==> src/rtl/sltb_pkg.sv <==
// ----------------------------------------------------------------------------
// sltb_pkg
// Shared types and constants of the sorted leaf table: field widths, request
// and status codes, controller states and the command and status structs.
// ----------------------------------------------------------------------------
package sltb_pkg;

    localparam int OP_W     = 2;
    localparam int KEY_W    = 32;
    localparam int VAL_W    = 64;
    localparam int STATUS_W = 3;
    localparam int POS_W    = 9;
    localparam int MAX_W    = 9;
    localparam int APB_DW   = 32;
    localparam int APB_AW   = 2;

    localparam logic [OP_W-1:0] OP_INSERT = 2'd0;
    localparam logic [OP_W-1:0] OP_DELETE = 2'd1;
    localparam logic [OP_W-1:0] OP_SEARCH = 2'd2;

    localparam logic [STATUS_W-1:0] STAT_INSERTED    = 3'd0;
    localparam logic [STATUS_W-1:0] STAT_UPDATED     = 3'd1;
    localparam logic [STATUS_W-1:0] STAT_FULL        = 3'd2;
    localparam logic [STATUS_W-1:0] STAT_DELETED     = 3'd3;
    localparam logic [STATUS_W-1:0] STAT_MISS_SEARCH = 3'd4;

    localparam logic [MAX_W-1:0] MAX_ENTRIES_RESET = 9'd256;

    typedef enum logic [2:0] {
        ST_IDLE,
        ST_SRCH,
        ST_SRCH_CMP,
        ST_PROBE,
        ST_MOVE,
        ST_RESULT
    } t_state;

    typedef struct packed {
        logic                load;
        logic                srch_rd;
        logic                srch_cmp;
        logic                probe_rd;
        logic                set_status;
        logic [STATUS_W-1:0] status_code;
        logic                wr_update;
        logic                move_up;
        logic                move_down;
        logic                move_step;
        logic                wr_final;
        logic                cnt_inc;
        logic                cnt_dec;
        logic                out_load;
    } t_cmd;

    typedef struct packed {
        logic lo_lt_hi;
        logic hit;
        logic full;
        logic op_insert;
        logic op_delete;
        logic move_done;
        logic out_free;
    } t_stat;

endpackage

==> src/rtl/sltb_ctrl.sv <==
// ----------------------------------------------------------------------------
// sltb_ctrl
// Controller of the sorted leaf table: sequences the binary search, the probe
// of the lower-bound entry, the entry shift and the result transaction.
// ----------------------------------------------------------------------------
module sltb_ctrl (
    input  logic            i_clk,
    input  logic            i_rst_n,
    input  logic            i_in_valid,
    output logic            o_in_ready,
    input  sltb_pkg::t_stat i_stat,
    output sltb_pkg::t_cmd  o_cmd
);

    sltb_pkg::t_state r_state;
    sltb_pkg::t_state n_state;

    always_ff @(posedge i_clk) begin
        if (!i_rst_n) begin
            r_state <= sltb_pkg::ST_IDLE;
        end else begin
            r_state <= n_state;
        end
    end

    always_comb begin
        n_state = r_state;
        case (r_state)
            sltb_pkg::ST_IDLE: begin
                if (i_in_valid) begin
                    n_state = sltb_pkg::ST_SRCH;
                end
            end
            sltb_pkg::ST_SRCH: begin
                n_state = i_stat.lo_lt_hi ? sltb_pkg::ST_SRCH_CMP : sltb_pkg::ST_PROBE;
            end
            sltb_pkg::ST_SRCH_CMP: begin
                n_state = sltb_pkg::ST_SRCH;
            end
            sltb_pkg::ST_PROBE: begin
                if (i_stat.op_insert) begin
                    n_state = (!i_stat.full && !i_stat.hit) ? sltb_pkg::ST_MOVE
                                                            : sltb_pkg::ST_RESULT;
                end else if (i_stat.op_delete) begin
                    n_state = i_stat.hit ? sltb_pkg::ST_MOVE : sltb_pkg::ST_RESULT;
                end else begin
                    n_state = sltb_pkg::ST_RESULT;
                end
            end
            sltb_pkg::ST_MOVE: begin
                if (i_stat.move_done) begin
                    n_state = sltb_pkg::ST_RESULT;
                end
            end
            sltb_pkg::ST_RESULT: begin
                if (i_stat.out_free) begin
                    n_state = sltb_pkg::ST_IDLE;
                end
            end
            default: begin
                n_state = sltb_pkg::ST_IDLE;
            end
        endcase
    end

    always_comb begin
        o_cmd      = '0;
        o_in_ready = 1'b0;
        case (r_state)
            sltb_pkg::ST_IDLE: begin
                o_in_ready = 1'b1;
                o_cmd.load = i_in_valid;
            end
            sltb_pkg::ST_SRCH: begin
                o_cmd.srch_rd  = i_stat.lo_lt_hi;
                o_cmd.probe_rd = !i_stat.lo_lt_hi;
            end
            sltb_pkg::ST_SRCH_CMP: begin
                o_cmd.srch_cmp = 1'b1;
            end
            sltb_pkg::ST_PROBE: begin
                o_cmd.set_status = 1'b1;
                if (i_stat.op_insert) begin
                    if (i_stat.full) begin
                        o_cmd.status_code = sltb_pkg::STAT_FULL;
                    end else if (i_stat.hit) begin
                        o_cmd.status_code = sltb_pkg::STAT_UPDATED;
                        o_cmd.wr_update   = 1'b1;
                    end else begin
                        o_cmd.status_code = sltb_pkg::STAT_INSERTED;
                        o_cmd.move_up     = 1'b1;
                    end
                end else if (i_stat.op_delete && i_stat.hit) begin
                    o_cmd.status_code = sltb_pkg::STAT_DELETED;
                    o_cmd.move_down   = 1'b1;
                end else begin
                    o_cmd.status_code = sltb_pkg::STAT_MISS_SEARCH;
                end
            end
            sltb_pkg::ST_MOVE: begin
                o_cmd.move_step = 1'b1;
                if (i_stat.move_done) begin
                    o_cmd.wr_final = i_stat.op_insert;
                    o_cmd.cnt_inc  = i_stat.op_insert;
                    o_cmd.cnt_dec  = !i_stat.op_insert;
                end
            end
            sltb_pkg::ST_RESULT: begin
                o_cmd.out_load = i_stat.out_free;
            end
            default: begin
                o_cmd = '0;
            end
        endcase
    end

endmodule

==> config.mk <==
export PLATFORM = sky130hd
export DESIGN_NAME = sltb_ctrl
export DESIGN_NICKNAME = d
export VERILOG_FILES = /design/src/rtl/sltb_pkg.sv /design/src/rtl/sltb_ctrl.sv
export SDC_FILE = /design/constraint.sdc
export NUM_CORES = 1
export LEC_CHECK = 0
export BUFFER_PORTS_ARGS = -buffer_cell sky130_fd_sc_hd__clkbuf_2
export CORE_AREA = 3 3 40 42
export DETAILED_ROUTE_END_ITERATION = 12
export DIE_AREA = 0 0 43 45
export PLACE_DENSITY = 0.66
export SKIP_CTS_REPAIR_TIMING = 1
export SLEW_MARGIN = 25
export SYNTH_ARGS = -nofsm -noshare
export SYNTH_HDL_FRONTEND = slang
export SYNTH_SLANG_ARGS = --single-unit
==> constraint.sdc <==
create_clock -name i_clk -period 1.9 [get_ports i_clk]
set_clock_uncertainty 0.1 [all_clocks]
set_input_delay 0.57 -clock i_clk [delete_from_list [all_inputs] [get_ports i_clk]]
set_output_delay 0.57 -clock i_clk [all_outputs]
set_load 0.02 [all_outputs]
==> results of run 1 <==
==> power by group <==
group / switching [W] / internal, W / leakage, nW
clock network: 0.0000283 / 0.0000784 / 0.0150
logic: 0.0000647 / 0.0000649 / 0.266
registers: 0.0000117 / 0.0000683 / 0.0267
==> per-stage QoR <==
stage,power [W],utilization
5_1_grt,0.0003422,0.5394
3_3_place_gp,0.0001808,0.3924
2_1_floorplan,0.0001433,-
4_1_cts,0.0002925,0.4129
3_5_place_dp,0.0001824,0.3924
6_report,0.0003164,0.5394
==> worst max-delay path, stage by stage <==
cell      delay (ns)
clkbuf_2        0.12
or3b_4          0.41
nor2_4          0.10
buf_6           0.12
==> final timing paths <==
kind                                   to                    start
hold reg to reg   r_state[0]$_SDFFE_PN0P_  r_state[0]$_SDFFE_PN0P_
hold / removal    r_state[0]$_SDFFE_PN0P_  r_state[0]$_SDFFE_PN0P_
setup reg to reg  r_state[0]$_SDFFE_PN0P_  r_state[1]$_SDFFE_PN0P_
setup / recovery                 o_cmd[6]                i_stat[4]
==> synthesized netlist by cell type <==
cell / instances / share of area
nand3_4: 1 / 0.055
inv_2: 1 / 0.012
nor2b_1: 2 / 0.039
nor3_1: 2 / 0.031
nor2_1: 4 / 0.047
a21oi_1: 4 / 0.063
a21o_1: 1 / 0.024
clkinv_4: 1 / 0.027
or3_1: 1 / 0.020
nand3_2: 1 / 0.031
nor3b_1: 3 / 0.071
or2b_1: 1 / 0.024
dfxtp_1: 3 / 0.19
buf_4: 3 / 0.071
a311oi_1: 1 / 0.027
and3_1: 1 / 0.020
o21ai_0: 2 / 0.031
nor3b_2: 1 / 0.039
and2_1: 3 / 0.059
nand3b_1: 1 / 0.024
or3b_1: 1 / 0.027
a211oi_1: 1 / 0.024
nand2_1: 4 / 0.047
==> kinds of logic after synthesis <==
family | after synthesis | synth area share
buffers and inverters | 5 | 0.1098
AND/OR/NAND/NOR | 26 | 0.5334
AO/OA/AOI/OAI | 9 | 0.1687
flip-flops | 3 | 0.1882
==> layer usage <==
layer,global-route usage,vias to the layer above,routed length (um)
met5,0,-,0
met4,0.07229,0,0
met3,0.01195,0,57
met2,0.1407,16,607
met1,0.1031,213,404
li1,-,230,-
==> cell type report <==
class	count	share of cell area
sequential	3	0.1029
inverter	2	0.02166
multi-input combinational	35	0.4097
timing repair buffer	37	0.4007
tap	15	0.02708
clock buffer	4	0.03791
==> impl_metrics.ini, run 1 <==
[sta]
tns_ns = -0.1873
max_freq_mhz = 504.6
worstMarginPinSlew_ns = 0.2232
slew_viol_final = 0
max-slew-margin-rel = 0.8507
rsz0062_at_grt = yes
min_period_ns = 1.982
fin_crit_sh = 1.043
finalHoldViolCount = 0
hold_ws_ns = 0.4028
fin_ws_ns = -0.08178
setup_violations = 5

[outcome]
failed_checks = negative setup slack
run_status = complete, but fails checks

[placement]
dp_cells = 87
dp_worst_setup_slack_ns = -0.09818
dp_hpwl_um = 737.7
io_buffer_count = 26
place_area_um2 = 504.2
gp_routability_congestion = 0.8042

[floorplanning]
start_util = 0.2483
core_um2 = 1285
dieArea_um2 = 1935
die_w_um = 43
die_y_um = 45
pin_count = 27
std_cell_rows = 13

[power]
p_per_area_nw_per_um2 = 456.5
peakVddDrop_v = 0.0002283
p_leak_nw = 0.3076

[synthesis]
syn-num-nets = 53
syn_area_um2 = 319.1
synth.distinct_cells = 23
ys_seq_area_frac = 0.1882
postSynthCellCount = 43
yosys_warnings = 0
syn_area_per_cell_um2 = 7.420
ys_ff_latch = 3

[global_route]
grt_max_degree = 9
antenna_found_initial = 0
overflow = 0
grt_pass1_wl_um = 1283
first_global_vias = 346
grt_usage = 0.08728

[flow_run]
cap_violations = 0

[finish]
regMostFlops = r_state
largest_reg_flops = 3
final_cell_mix = 13 x clkbuf_2, 12 x buf_4, 10 x buf_6
reg_top3 = r_state (3)
area_delta_synth_final_pct = 117.3
finish.instance_area_um2 = 693.2
layout.nets = 92
seqCellArea_um2 = 71.32
multi_input_area_um2 = 284.0
fin_cells = 96
num-fill-cells = 120
antenna_cells = 0
drive_gt1_frac = 0.7407
final_common_cell = clkbuf_2

[worst_setup_path]
required_ns = 1.23
crit_path_end_kind = output pin
r2r_slack_ns = 0.61
crit_fanout = 3
path_class = primary input to output pin
reg2regPathDepth = 4
cp_data_arrival_time_ns = 1.31
start_kind = primary input

[route]
drc = 0
ant_nets = 0
drt_first_pass_iters = 3
avgRoutedWirePerCell_um = 11.13
vias_per_cell = 4.781
drt_wl_total_um = 1068
vias = 459
drt_iter0_markers = 4

[clock_network]
clk_pin_slew_ns = 0.04
insertion_delay_ns = 0.23
cts_tree = done
numCtsBuffers = 3
clk_path_buf_depth = 2
cts.sinks = 3
cts_max_level = 1
clockRootBuffer = clkbuf_4

[min_path]
whs_path_depth = 1
holdCritPathClass = register to register
Note: power is estimated with default switching activity, not from simulation.
==> inputs of run 2 (changes only) <==
TNS_END_PERCENT = 30   (was default)
==> run 2 against run 1 <==
The run still ends with negative setup slack left. Clock power about the same. Sequential power down 0.9%. Cell count down 3.1%. Clock-buffer cell count unchanged. First-iteration DRC count up 75%. Worst setup slack better by 0.025 ns. Critical path type unchanged. Critical endpoint unchanged.
==> impl_metrics.ini, run 2 (same netlist as run 1, synthesis figures left out) <==
[outcome]
run_status = complete, but fails checks
failed_checks = negative setup slack

[power]
switching_share = 0.3293
clkPwrFrac = 0.360
comb_power_share = 0.379
p_leak_nw = 0.2837
netSwitchingPower_w = 0.00009986
p_int_w = 0.0002034
peakVddDrop_v = 0.0002204
sequentialPowerShare = 0.261
p_per_area_nw_per_um2 = 497.7

[finish]
regMostFlops = r_state
layout.nets = 89
drive_gt1_frac = 0.6410
reg_top3 = r_state (3)
multi_input_area_um2 = 252.7
final_common_cell = clkbuf_2
largest_reg_flops = 3
seqCellArea_um2 = 71.32
antenna_cells = 0
num-fill-cells = 127
area_delta_synth_final_pct = 90.98
final_cell_mix = 17 x clkbuf_2, 12 x buf_4

[worst_setup_path]
crit_family = simple AND/OR/NAND/NOR gates
crit_buf_inv = 2
crit_fanout = 2
rr_endpoint = r_state[0]$_SDFFE_PN0P_
crit_path_end_kind = output pin
cp_data_arrival_time_ns = 1.29
required_ns = 1.23
reg2regPathDepth = 4
max_stage_delay_ns = 0.39
critPathSlowestCell = or3b_4
path_class = primary input to output pin
reg2reg_from = r_state[1]$_SDFFE_PN0P_
crit_chain = clkbuf_2 -> or3b_4 -> nor2_1 -> buf_4
start_kind = primary input
r2r_slack_ns = 0.61

[global_route]
grt_pass1_wl_um = 1518
antenna_found_initial = 0
grt_max_degree = 9
overflow = 0
grt_usage = 0.1049
first_global_vias = 408

[floorplanning]
die_w_um = 43
core_um2 = 1285
start_util = 0.2483
std_cell_rows = 13
die_y_um = 45
dieArea_um2 = 1935
pin_count = 27

[sta]
min_period_ns = 1.957
rsz0062_at_grt = yes
tns_ns = -0.1755
worstMarginPinSlew_ns = 0.2105
setup_violations = 5
fin_crit_sh = 1.030
max-slew-margin-rel = 0.8588
fin_ws_ns = -0.05715
max_freq_mhz = 510.9
finalHoldViolCount = 0
slew_viol_final = 0

[route]
drt_iter0_markers = 7
ant_nets = 0
vias_per_cell = 4.710
drc = 0
vias = 438
avgRoutedWirePerCell_um = 10.29
drt_first_pass_iters = 4
drt_wl_total_um = 957

[clock_network]
clk_path_buf_depth = 2
numCtsBuffers = 3
cts_max_level = 1
cts_tree = done
clk_pin_slew_ns = 0.04
clockRootBuffer = clkbuf_4
cts.sinks = 3
insertion_delay_ns = 0.23

[placement]
io_buffer_count = 26
dp_worst_setup_slack_ns = -0.09052
dp_hpwl_um = 721.3
gp_routability_congestion = 0.7876

[min_path]
min-delay-start = r_state[0]$_SDFFE_PN0P_
min_to = r_state[0]$_SDFFE_PN0P_
holdCritPathClass = register to register
whs_path_depth = 1

[flow_run]
cap_violations = 0
==> run 2: area by class of cell <==
class	count	area share
flip-flops and latches	3	0.1170
well taps	15	0.03080
multi-input cells	35	0.4148
clock buffers	4	0.04312
repair buffers	34	0.3696
inverters	2	0.02464
==> run 2: power by group through the flow <==
stage               clock network (W)  registers (W)  logic [W]
floorplan                           0      0.0000715  0.0000715
global placement                    0      0.0000795   0.000101
detailed placement                  0      0.0000796   0.000102
CTS                          0.000114      0.0000790   0.000103
global route                 0.000124      0.0000805   0.000126
finish                       0.000109      0.0000793   0.000115
==> run 2: stage by stage <==
step	area, um2	hold WS (ns)	total power (W)	instances	util
after floorplan	330.3	0.4761	0.0001430	43	-
after global placement	501.7	0.5031	0.0001804	87	0.3905
after detailed placement	501.7	0.5114	0.0001820	87	0.3905
after CTS	528.0	0.4685	0.0002965	91	0.4109
after global routing	609.3	0.4284	0.0003296	93	0.4742
final	609.3	0.4111	0.0003033	93	0.4742
==> run 2: worst max path at each step <==
stage                           to  cells past startpoint                    start  slack, ns
after detailed placement  o_cmd[6]                      4                i_stat[5]      -0.09
final                     o_cmd[6]                      4                i_stat[5]      -0.06
after floorplan           o_cmd[3]                      3  r_state[2]$_SDFFE_PN0P_      -0.06
after global placement    o_cmd[6]                      4                i_stat[5]       -0.1
after CTS                 o_cmd[2]                      4  r_state[0]$_SDFFE_PN0P_      -0.15
after global routing      o_cmd[1]                      5  r_state[1]$_SDFFE_PN0P_      -0.11
==> run 2: per-layer routing <==
metal	up-vias	wire length, um	GRT usage
met5	-	0	0
met3	2	53	0.02390
met1	192	404	0.1133
met4	0	11	0.07229
met2	18	487	0.1826
li1	226	-	-
==> inputs of run 3 (changes only) <==
clock period = 2.1 ns   (was 1.9 ns; I/O delays follow)
==> run 3 against run 2 <==
The flow still finishes with violations (negative setup slack). Global-route usage shrank 1.0 points. Via count shrank 6.6%. Non-clock buffer count shrank 3. Clock-buffer cell count is the same. Largest cell class unchanged.
==> impl_metrics.ini, run 3 (same netlist as run 1, synthesis figures left out) <==
[outcome]
run_status = complete, but fails checks
failed_checks = negative setup slack

[route]
drt_wl_total_um = 937
drt_first_pass_iters = 2
ant_nets = 0
drc = 0
vias = 409
vias_per_cell = 4.544
avgRoutedWirePerCell_um = 10.41
drt_iter0_markers = 4

[placement]
dp_cells = 86
io_buffer_count = 26
dp_hpwl_um = 695
dp_worst_setup_slack_ns = -0.006043
gp_routability_congestion = 0.8161

[sta]
min_period_ns = 2.109
tns_ns = -0.009415
setup_violations = 1
rsz0062_at_grt = yes
fin_ws_ns = -0.009415
fin_crit_sh = 1.004
max-slew-margin-rel = 0.8676
worstMarginPinSlew_ns = 0.1973
finalHoldViolCount = 0
max_freq_mhz = 474.1
slew_viol_final = 0

[floorplanning]
die_w_um = 43
core_um2 = 1285
dieArea_um2 = 1935
die_y_um = 45
pin_count = 27
std_cell_rows = 13
start_util = 0.2483

[worst_setup_path]
r2r_slack_ns = 0.90
crit_path_end_kind = output pin
crit_fanout = 4
start_kind = primary input
rr_endpoint = r_state[0]$_SDFFE_PN0P_
reg2regPathDepth = 4
cp_data_arrival_time_ns = 1.38
reg2reg_from = r_state[1]$_SDFFE_PN0P_
path_class = primary input to output pin
required_ns = 1.37

[finish]
num-fill-cells = 136
area_delta_synth_final_pct = 74.90
largest_reg_flops = 3
final_cell_mix = 22 x clkbuf_2, 6 x buf_4, 4 x nand2_1, 4 x a21oi_1
regMostFlops = r_state
utilization = 0.4343
drive_gt1_frac = 0.6267
antenna_cells = 0
reg_top3 = r_state (3)
layout.nets = 86
fin_cells = 90
final_common_cell = clkbuf_2

[min_path]
min_to = r_state[0]$_SDFFE_PN0P_
min-delay-start = r_state[0]$_SDFFE_PN0P_
holdCritPathClass = register to register
whs_path_depth = 1

[clock_network]
clk_pin_slew_ns = 0.04
numCtsBuffers = 3
cts.sinks = 3
clockRootBuffer = clkbuf_4
insertion_delay_ns = 0.23
cts_max_level = 1
clk_path_buf_depth = 2
cts_tree = done

[global_route]
grt_usage = 0.09476
grt_pass1_wl_um = 1407
first_global_vias = 372
antenna_found_initial = 0
grt_max_degree = 9
overflow = 0

[power]
p_per_area_nw_per_um2 = 474.8
p_leak_nw = 0.2640
peakVddDrop_v = 0.0002291

[flow_run]
cap_violations = 0
==> run 3: changes by cell type in the layout (fill, tap and decap cells not counted), moves of 2 or more <==
cell      before  now
buf_6          4    1
dfxtp_4        3    1
buf_4         12    6
clkbuf_2      17   22
dfxtp_2        0    2
==> run 3: metal layers <==
layer  up-vias  part of all wire  GRT usage
met5         -                 0          0
met3         0             0.082    0.01594
met4         0                 0    0.05422
met1       178              0.39     0.1127
li1        214                 -          -
met2        17              0.53     0.1617
==> run 3: how the worst max path moves through the flow <==
stage | to | from | slack, ns | cells past startpoint
after floorplan | o_cmd[3] | r_state[0]$_SDFFE_PN0P_ | 0.001 | 4
after global placement | o_cmd[6] | i_stat[3] | 0.002 | 4
after detailed placement | o_cmd[6] | i_stat[3] | -0.006 | 4
after CTS | o_cmd[3] | r_state[0]$_SDFFE_PN0P_ | -0.02 | 4
after global routing | o_cmd[6] | i_stat[3] | -0.05 | 4
final | o_cmd[6] | i_stat[3] | -0.009 | 4
==> run 3: layout make-up <==
class | instances | area [um2] | area share
clock buffer | 4 | 26.28 | 0.04709
inverter | 2 | 15.01 | 0.02691
multi-input combinational | 35 | 255.2 | 0.4574
sequential | 3 | 66.31 | 0.1188
tap | 15 | 18.77 | 0.03363
timing repair buffer | 31 | 176.4 | 0.3161
==> run 3: where the power goes <==
part | switching (W) | total [W] | internal [W]
Sequential | 0.0000110 | 0.0000732 | 0.0000623
Combinational | 0.0000508 | 0.0000942 | 0.0000433
Clock | 0.0000266 | 0.0000976 | 0.0000710
==> run 3: critical path, cell delays in order <==
cell,delay (ns)
clkbuf_2,0.11
or3b_4,0.41
nor2_4,0.12
buf_6,0.12
==> run 3: per-stage QoR <==
step	total power, W	cell area, um2	hold slack, ns
2_1_floorplan	0.0001257	319.1	0.4613
3_3_place_gp	0.0001591	483.0	0.5061
3_5_place_dp	0.0001596	483.0	0.5083
4_1_cts	0.0002613	509.2	0.5151
5_1_grt	0.0002890	558.0	0.4683
6_report	0.0002650	558.0	0.4302
